`config.mk`:
```
export PLATFORM = sky130hd
export DESIGN_NAME = shell_command_tokenizer
export DESIGN_NICKNAME = d
export VERILOG_FILES = /design/src/rtl/sct_pkg.sv /design/src/rtl/shell_command_tokenizer.sv
export VERILOG_INCLUDE_DIRS = /design/src /design/src/rtl
export SDC_FILE = /design/constraint.sdc
export NUM_CORES = 1
export LEC_CHECK = 0
export ABC_AREA = 1
export ABC_CLOCK_PERIOD_IN_PS = 6200
export BUFFER_PORTS_ARGS = -buffer_cell sky130_fd_sc_hd__buf_2
export CAP_MARGIN = 20
export CORE_MARGIN = 3
export CORE_UTILIZATION = 55
export DETAILED_ROUTE_END_ITERATION = 10
export GPL_TIMING_DRIVEN = 0
export PLACE_DENSITY = 0.77
export SYNTH_ARGS = -nofsm -noshare
export SYNTH_HDL_FRONTEND = slang
export SYNTH_SLANG_ARGS = --single-unit
export TNS_END_PERCENT = 1
```
`constraint.sdc`:
```
create_clock -name clock -period 6.2 [get_ports clock]
set_input_delay 1.86 -clock clock [delete_from_list [all_inputs] [get_ports clock]]
set_output_delay 1.86 -clock clock [all_outputs]
set_load 0.05 [all_outputs]
```
`src/rtl/shell_command_tokenizer_defines.svh`:
```
// ----------------------------------------------------------------------------
// Shell command tokenizer assertion macros
// Concurrent assertion helpers on clock with synchronous reset.
// ----------------------------------------------------------------------------
`ifndef SHELL_COMMAND_TOKENIZER_DEFINES_SVH
`define SHELL_COMMAND_TOKENIZER_DEFINES_SVH

`ifndef NO_ASSERTIONS

// same-cycle implication
`define SCT_ASSERT_IMP(lbl, ante, cons, msg) \
   lbl: assert property (@(posedge clock) disable iff (reset) (ante) |-> (cons)) \
      else $error(msg);

// next-cycle implication
`define SCT_ASSERT_NXT(lbl, ante, cons, msg) \
   lbl: assert property (@(posedge clock) disable iff (reset) (ante) |=> (cons)) \
      else $error(msg);

`else

`define SCT_ASSERT_IMP(lbl, ante, cons, msg)
`define SCT_ASSERT_NXT(lbl, ante, cons, msg)

`endif

`endif

```
`src/rtl/sct_pkg.sv`:
```
// ----------------------------------------------------------------------------
// sct_pkg
// Types and constants of the shell command tokenizer.
// ----------------------------------------------------------------------------
`default_nettype none

package sct_pkg;

   localparam int unsigned WordBytesDefault  = 128;
   localparam int unsigned TokenSlotsDefault = 72;

   typedef enum logic [2:0] {
      KIND_WORD       = 3'd0,
      KIND_PIPE       = 3'd1,
      KIND_IN         = 3'd2,
      KIND_OUT        = 3'd3,
      KIND_APPEND     = 3'd4,
      KIND_BACKGROUND = 3'd5,
      KIND_SEMI       = 3'd6,
      KIND_END        = 3'd7
   } tok_kind_type;

   typedef enum logic [1:0] {
      QUOTE_NONE   = 2'd0,
      QUOTE_SINGLE = 2'd1,
      QUOTE_DOUBLE = 2'd2
   } quote_type;

   localparam logic [7:0] CH_NUL    = 8'h00;
   localparam logic [7:0] CH_TAB    = 8'h09;
   localparam logic [7:0] CH_SPACE  = 8'h20;
   localparam logic [7:0] CH_DQUOTE = 8'h22;
   localparam logic [7:0] CH_AMP    = 8'h26;
   localparam logic [7:0] CH_SQUOTE = 8'h27;
   localparam logic [7:0] CH_SEMI   = 8'h3B;
   localparam logic [7:0] CH_LT     = 8'h3C;
   localparam logic [7:0] CH_GT     = 8'h3E;
   localparam logic [7:0] CH_PIPE   = 8'h7C;

   typedef struct packed {
      tok_kind_type kind;
      logic         has_char;
      logic [7:0]   char_byte;
      logic         token_done;
      logic [6:0]   token_length;
      logic [6:0]   token_index;
      logic         last;
   } result_type;

   function automatic result_type make_result(tok_kind_type kind, logic has_char,
                                              logic [7:0] char_byte, logic token_done,
                                              logic [6:0] token_length,
                                              logic [6:0] token_index);
      result_type r;
      r.kind         = kind;
      r.has_char     = has_char;
      r.char_byte    = char_byte;
      r.token_done   = token_done;
      r.token_length = token_length;
      r.token_index  = token_index;
      r.last         = 1'b0;
      return r;
   endfunction

endpackage

`default_nettype wire

```
`src/rtl/shell_command_tokenizer.sv`:
```
// ----------------------------------------------------------------------------
// shell_command_tokenizer
// Streaming command-line lexer, one line byte per input word.
// ----------------------------------------------------------------------------
// Usage:
//   req_* carries one line byte per word; a zero byte ends the line, emits the
//   END token and clears the lexer state for the next line.
//   rsp_* carries result words: streamed word bytes, word-done words with the
//   length, operator tokens and END. rsp_last marks the final result word of
//   one input byte; a byte may cause zero, one or two result words.
//   Path: an accepted byte is held in the input register, then lexed into the
//   result queue, and is visible on rsp_* once it reaches the queue head.
//   Throughput: one byte per cycle while rsp_ready is high and each byte yields
//   at most one result; a byte yielding two results uses the single result port
//   for both. The two-entry result queue and the input register set this.
//   Stall: when rsp_ready is low the queue fills, the lexed byte waits in the
//   input register and req_ready drops; nothing is lost or repeated.
//   Reset: synchronous; clears the line state, the input register and the
//   queue. No clearing pass is needed.
// ----------------------------------------------------------------------------
`default_nettype none

`include "shell_command_tokenizer_defines.svh"

module shell_command_tokenizer #(
   parameter int unsigned WORD_BYTES  = sct_pkg::WordBytesDefault,
   parameter int unsigned TOKEN_SLOTS = sct_pkg::TokenSlotsDefault
) (
   input  wire logic       clock,
   input  wire logic       reset,
   input  wire logic       req_valid,
   output logic            req_ready,
   input  wire logic [7:0] req_ch,
   output logic            rsp_valid,
   input  wire logic       rsp_ready,
   output logic [2:0]      rsp_token_type,
   output logic            rsp_has_char,
   output logic [7:0]      rsp_char_byte,
   output logic            rsp_token_done,
   output logic [6:0]      rsp_token_length,
   output logic [6:0]      rsp_token_index,
   output logic            rsp_last
);

   import sct_pkg::*;

   localparam int unsigned LEN_W = $clog2(WORD_BYTES);
   localparam int unsigned CNT_W = $clog2(TOKEN_SLOTS);
   localparam logic [LEN_W-1:0] LEN_LIMIT = LEN_W'(WORD_BYTES - 1);
   localparam logic [CNT_W-1:0] CNT_LIMIT = CNT_W'(TOKEN_SLOTS - 1);

   // input register
   logic             in_v_ff, in_v_in;
   logic [7:0]       ch_ff, ch_in;

   // line state
   logic             iw_ff, iw_in;
   quote_type        qm_ff, qm_in;
   logic [LEN_W-1:0] wl_ff, wl_in;
   logic [CNT_W-1:0] tc_ff, tc_in;
   logic             pg_ff, pg_in;

   // result queue
   logic [1:0]       cnt_ff, cnt_in;
   result_type       q0_ff, q0_in;
   result_type       q1_ff, q1_in;

   // lexer
   logic             e0_vld, e1_vld;
   result_type       e0, e1;
   logic             do_fresh, do_word;
   logic [LEN_W-1:0] wl_inc;
   logic             is_break, is_blank;
   result_type       r0, r1;
   logic [1:0]       nres;

   // queue control
   logic             pop, fire;
   logic [1:0]       rem;
   result_type       s0;

   assign is_blank = (ch_ff == CH_SPACE) || (ch_ff == CH_TAB);
   assign is_break = is_blank || (ch_ff == CH_PIPE) || (ch_ff == CH_AMP) ||
                     (ch_ff == CH_SEMI) || (ch_ff == CH_LT) || (ch_ff == CH_GT);

   always_comb begin
      iw_in    = iw_ff;
      qm_in    = qm_ff;
      wl_in    = wl_ff;
      tc_in    = tc_ff;
      pg_in    = pg_ff;
      e0_vld   = 1'b0;
      e1_vld   = 1'b0;
      e0       = '0;
      e1       = '0;
      do_fresh = 1'b0;
      do_word  = 1'b0;
      wl_inc   = '0;

      // first phase: pending operator, word close, end of line
      if (ch_ff == CH_NUL) begin
         if (pg_ff) begin
            e0_vld = 1'b1;
            e0     = make_result(KIND_OUT, 1'b0, 8'd0, 1'b1, 7'd0, 7'(tc_in));
            tc_in  = tc_in + CNT_W'(1);
         end else if (iw_ff && (wl_ff != '0)) begin
            e0_vld = 1'b1;
            e0     = make_result(KIND_WORD, 1'b0, 8'd0, 1'b1, 7'(wl_ff), 7'(tc_in));
            tc_in  = tc_in + CNT_W'(1);
         end
         e1_vld = 1'b1;
         e1     = make_result(KIND_END, 1'b0, 8'd0, 1'b1, 7'd0, 7'(tc_in));
         iw_in  = 1'b0;
         qm_in  = QUOTE_NONE;
         wl_in  = '0;
         tc_in  = '0;
         pg_in  = 1'b0;
      end else if (pg_ff) begin
         pg_in  = 1'b0;
         e0_vld = 1'b1;
         if (ch_ff == CH_GT) begin
            e0 = make_result(KIND_APPEND, 1'b0, 8'd0, 1'b1, 7'd0, 7'(tc_in));
         end else begin
            e0       = make_result(KIND_OUT, 1'b0, 8'd0, 1'b1, 7'd0, 7'(tc_in));
            do_fresh = 1'b1;
         end
         tc_in = tc_in + CNT_W'(1);
      end else if (iw_ff) begin
         if ((qm_ff == QUOTE_NONE) && is_break) begin
            if (wl_ff != '0) begin
               e0_vld = 1'b1;
               e0     = make_result(KIND_WORD, 1'b0, 8'd0, 1'b1, 7'(wl_ff), 7'(tc_in));
               tc_in  = tc_in + CNT_W'(1);
            end
            iw_in    = 1'b0;
            qm_in    = QUOTE_NONE;
            wl_in    = '0;
            do_fresh = 1'b1;
         end else begin
            do_word = 1'b1;
         end
      end else begin
         do_fresh = 1'b1;
      end

      // second phase: byte outside a word
      if (do_fresh && (tc_in < CNT_LIMIT) && !is_blank) begin
         priority if (ch_ff == CH_PIPE || ch_ff == CH_AMP ||
                      ch_ff == CH_SEMI || ch_ff == CH_LT) begin
            e1_vld = 1'b1;
            priority if (ch_ff == CH_PIPE) begin
               e1 = make_result(KIND_PIPE, 1'b0, 8'd0, 1'b1, 7'd0, 7'(tc_in));
            end else if (ch_ff == CH_AMP) begin
               e1 = make_result(KIND_BACKGROUND, 1'b0, 8'd0, 1'b1, 7'd0, 7'(tc_in));
            end else if (ch_ff == CH_SEMI) begin
               e1 = make_result(KIND_SEMI, 1'b0, 8'd0, 1'b1, 7'd0, 7'(tc_in));
            end else begin
               e1 = make_result(KIND_IN, 1'b0, 8'd0, 1'b1, 7'd0, 7'(tc_in));
            end
            tc_in = tc_in + CNT_W'(1);
         end else if (ch_ff == CH_GT) begin
            pg_in = 1'b1;
         end else begin
            iw_in   = 1'b1;
            qm_in   = QUOTE_NONE;
            wl_in   = '0;
            do_word = 1'b1;
         end
      end

      // second phase: byte inside a word
      if (do_word) begin
         priority if ((qm_in == QUOTE_NONE) &&
                      (ch_ff == CH_SQUOTE || ch_ff == CH_DQUOTE)) begin
            qm_in = (ch_ff == CH_SQUOTE) ? QUOTE_SINGLE : QUOTE_DOUBLE;
         end else if ((qm_in == QUOTE_SINGLE && ch_ff == CH_SQUOTE) ||
                      (qm_in == QUOTE_DOUBLE && ch_ff == CH_DQUOTE)) begin
            qm_in = QUOTE_NONE;
         end else begin
            wl_inc = wl_in + LEN_W'(1);
            e1_vld = 1'b1;
            if (wl_inc == LEN_LIMIT) begin
               e1    = make_result(KIND_WORD, 1'b1, ch_ff, 1'b1, 7'(wl_inc), 7'(tc_in));
               tc_in = tc_in + CNT_W'(1);
               iw_in = 1'b0;
               qm_in = QUOTE_NONE;
               wl_in = '0;
            end else begin
               e1    = make_result(KIND_WORD, 1'b1, ch_ff, 1'b0, 7'd0, 7'(tc_in));
               wl_in = wl_inc;
            end
         end
      end
   end

   always_comb begin
      r0      = e0_vld ? e0 : e1;
      r1      = e1;
      r0.last = !(e0_vld && e1_vld);
      r1.last = 1'b1;
      nres    = 2'(e0_vld) + 2'(e1_vld);
   end

   assign pop  = (cnt_ff != 2'd0) && rsp_ready;
   assign rem  = cnt_ff - 2'(pop);
   assign fire = in_v_ff && (nres <= (2'd2 - rem));
   assign s0   = pop ? q1_ff : q0_ff;

   assign req_ready = !in_v_ff || fire;

   always_comb begin
      in_v_in = in_v_ff;
      ch_in   = ch_ff;
      if (fire) begin
         in_v_in = 1'b0;
      end
      if (req_valid && req_ready) begin
         in_v_in = 1'b1;
         ch_in   = req_ch;
      end

      q0_in  = s0;
      q1_in  = q1_ff;
      cnt_in = rem;
      if (fire) begin
         cnt_in = rem + nres;
         unique case (rem)
            2'd0: begin
               q0_in = r0;
               q1_in = r1;
            end
            2'd1: begin
               q1_in = r0;
            end
            default: begin
            end
         endcase
      end
   end

   always_ff @(posedge clock) begin
      if (reset) begin
         in_v_ff <= 1'b0;
         iw_ff   <= 1'b0;
         qm_ff   <= QUOTE_NONE;
         wl_ff   <= '0;
         tc_ff   <= '0;
         pg_ff   <= 1'b0;
         cnt_ff  <= 2'd0;
      end else begin
         in_v_ff <= in_v_in;
         cnt_ff  <= cnt_in;
         if (fire) begin
            iw_ff <= iw_in;
            qm_ff <= qm_in;
            wl_ff <= wl_in;
            tc_ff <= tc_in;
            pg_ff <= pg_in;
         end
      end
      ch_ff <= ch_in;
      q0_ff <= q0_in;
      q1_ff <= q1_in;
   end

   assign rsp_valid        = (cnt_ff != 2'd0);
   assign rsp_token_type   = q0_ff.kind;
   assign rsp_has_char     = q0_ff.has_char;
   assign rsp_char_byte    = q0_ff.char_byte;
   assign rsp_token_done   = q0_ff.token_done;
   assign rsp_token_length = q0_ff.token_length;
   assign rsp_token_index  = q0_ff.token_index;
   assign rsp_last         = q0_ff.last;

   `SCT_ASSERT_IMP(a_queue_bound, 1'b1, cnt_ff != 2'd3, "result queue overflow")
   `SCT_ASSERT_IMP(a_gt_not_in_word, pg_ff, !iw_ff, "held '>' inside a word")
   `SCT_ASSERT_IMP(a_quote_in_word, qm_ff != QUOTE_NONE, iw_ff, "quote open outside a word")
   `SCT_ASSERT_IMP(a_len_bound, 1'b1, wl_ff < LEN_LIMIT, "word length at limit")
   `SCT_ASSERT_NXT(a_line_clear, fire && (ch_ff == CH_NUL),
                   (tc_ff == '0) && !iw_ff && !pg_ff, "line state not cleared")

endmodule

`default_nettype wire

```
==> flow_summary.toml <==
[status]
outcome = "completed"

[floorplanning]
die_y_um = 105.5
row_count = 35
dieArea_mm2 = 0.01114
die_w_um = 105.5
coreArea_mm2 = 0.009415
io_pins = 42
initial_utilization_pct = 57.87

[place]
dp.cells = 926
gp_congestion = 0.9152
post-place-ws_ns = -0.4086
dp_hpwl_mm = 11.39
place.port_buffers = 40

[layout]
syn2layout_area_growth_pct = 18.32
layout.nets = 861
fin_cells = 969
final_layout_size_suffix_gt1_share_pct = 22.50
final_core_util_pct = 68.48
antennaDiodeCount = 0

[timing]
fin_crit_ns = 6.074
post-route-period-util_pct = 97.97
worst_slew_pin_slew_ns = 0.9429
hold_ws_ns = 0.5025
final.setup.worst_slack_ns = 0.1258
slew_viol_final = 0
fmax_mhz = 164.6
hold_viol = 0
fin_skew_ns = 0.01105
maxSlewHeadroom_pct = 37.00
setup_viol = 0

[setup_path]
arrival_ns = 4.21
crit_fanout = 8
cp_top_family = "simple AND/OR/NAND/NOR gates"
cp-end-kind = "output pin"
path_class = "flip-flop to output pin"
max_stage_delay_ns = 0.51
required_ns = 4.34
cp_slowest_cell = "edfxtp_1"
worst-path-buf-inv = 7
crit_path_start_kind = "flip-flop"

[yosys]
ys_types = 46
synth-main-ff-cell = "dfxtp_1"
yosysSeqAreaShare_pct = 37.84
ys_seq_elements = 85
synth-edff-count = 36
yosys.area.top_type = "edfxtp_1"
yosysWarnings = 0
synthesis.area_mm2 = 0.005449
ys_top_cells_by_area = "edfxtp_1 (20%), dfxtp_1 (18%), nand2_1 (14%)"
ys_top_cells_by_count = "nand2_1 (209), inv_1 (78), nor2_1 (65)"
syn-num-nets = 783
synth.most_common_cell = "nand2_1"
syn_inst = 757
synth.avg_cell_area_um2 = 7.198
netlist.area_leader.share_pct = 19.84
async_reset_ff_share_pct = 0

[cts]
hold_buffers = 0
clk_latency_ns = 0.38
clock-sinks = 85
cts_tree = "done"
cts_root_buf = "clkbuf_8"
htreeDepth = 3
clkTransAtPathRegs_ns = 0.10
cts.path.max_buffers = 2
cts_inserted_buffers = 9

[routing]
dr.pass1.iters = 5
routedWlPerCell_um = 16.66
drtAntennaViolNets = 0
wirelength_mm = 16.14
num_vias = 5597
viasPerCell = 5.776
drt_iter0_markers = 694
drcViolationCount = 0

[min_path]
hold_class = "flip-flop to flip-flop"

[power]
power.leakage_nw = 3.031
powerDensity_mw_per_mm2 = 486.5
ir_drop_uv = 215.3

[flow_run]
cap_violations = 0

[grt]
antenna_found_initial = 0
grt_use_total_pct = 28.89
grt_max_degree = 29
grt_pass1_vias = 5206
grt_first_pass_wirelength_mm = 25.84
grt_overflow = 0
[metal layers]
layer  global-route usage (%)  up-vias  share of wire [%]
met3                    4.776       48                9.3
met1                    39.84     2581                 42
met5                        0        -                  0
met2                    46.17      293                 46
li1                         -     2675                  -
met4                    9.898        0                3.0
[worst reg2reg max path, delay by kind of cell, from the launching register on]
kind	cells	cell delay, ns
DFF	1	0.51
and+or+nand+nor	19	3.41
adders and majority gates	2	0.45
buffers and inverters	8	1.13
AOI/OAI and AO/OA	1	0.21
[path summary, 6_finish.rpt]
| check | start | end | slack [ns] | depth (start not counted) |
|---|---|---|---|---|
| max | ch_ff[1] | req_ready | 0.13 | 25 |
| min | rsp_token_index[4] | rsp_token_index[4] | 0.50 | 2 |
| min reg2reg | rsp_token_index[4] | rsp_token_index[4] | 0.50 | 2 |
| max reg2reg | ch_ff[1] | rsp_token_type[1] | 0.41 | 30 |
[state kept, by name, summed over array words and instances, names as in the netlist]
signal	count
tc_ff	7
cnt_ff	2
rsp_token_done	1
rsp_token_type	3
rsp_token_index	7
rsp_last	1
rsp_char_byte	8
ch_ff	8
rsp_token_length	7
iw_ff	1
rsp_has_char	1
in_v_ff	1
pg_ff	1
wl_ff	7
qm_ff	2
q1_ff	28
[report_power, final]
| group | leakage [nW] | total (mW) | internal (mW) | switching [mW] |
|---|---|---|---|---|
| combinational | 2.19 | 1.77 | 0.543 | 1.22 |
| sequential | 0.743 | 0.967 | 0.842 | 0.125 |
| clock | 0.0981 | 0.405 | 0.159 | 0.246 |
| total | 3.03 | 3.14 | 1.54 | 1.59 |
[logic make-up after synthesis]
| family | Yosys count | synth area share (%) |
|---|---|---|
| AOI/OAI and AO/OA | 147 | 16.51 |
| DFF | 85 | 37.84 |
| adders and majority gates | 14 | 3.215 |
| buffers and inverters | 119 | 8.771 |
| xor gates and xnor gates | 8 | 1.286 |
| and+or+nand+nor | 384 | 32.38 |
[per-stage QoR]
| step | total power, mW | instance area [µm²] | TNS, ns |
|---|---|---|---|
| 6_report | 3.137 | 6447 | 0 |
| 5_1_grt | 3.337 | 6447 | -0.09138 |
| 4_1_cts | 3.017 | 6218 | 0 |
| 3_5_place_dp | 2.547 | 5822 | -2.030 |
| 3_3_place_gp | 2.500 | 5811 | -34.74 |
| 2_1_floorplan | 2.151 | 5449 | 0 |
[cell type report]
type	count	area, µm²
repair buffers	68	424.2
fillers	805	2968
inverters	95	367.9
plain buffers	23	122.6
clock inverters	7	75.07
flip-flops and latches	85	2062
multi-input cells	553	3110
clock buffers	9	123.9
well taps	129	161.4
[what timing repair did]
item | 4_1_cts | 5_1_grt
buffers inserted | 14 | 14
resized for setup | 23 | 32
pin swaps | 7 | 12
endpoints found under the setup margin | 4 | 13
gates cloned | 0 | 0
[placed cells by master (no fill, tap or decap), drive strengths merged]
cell type  instances
o31a               1
dfxtp             49
or2                7
buf               74
a21oi             41
o22ai              2
a32oi              3
o211ai             4
a21o               4
xnor2              1
o21ai             65
o21bai             2
o21a               7
a31oi              6
a32o               8
nor4               1
nand2            227
xor2               7
edfxtp            36
clkbuf            26
inv               94
nand3             54
a41oi              1
nor2              76
clkinv             7
ha                14
nand4             12
nor3               7
o311ai             1
clkinvlp           1
o221ai             2
Note: power is estimated with default switching activity, not from simulation.
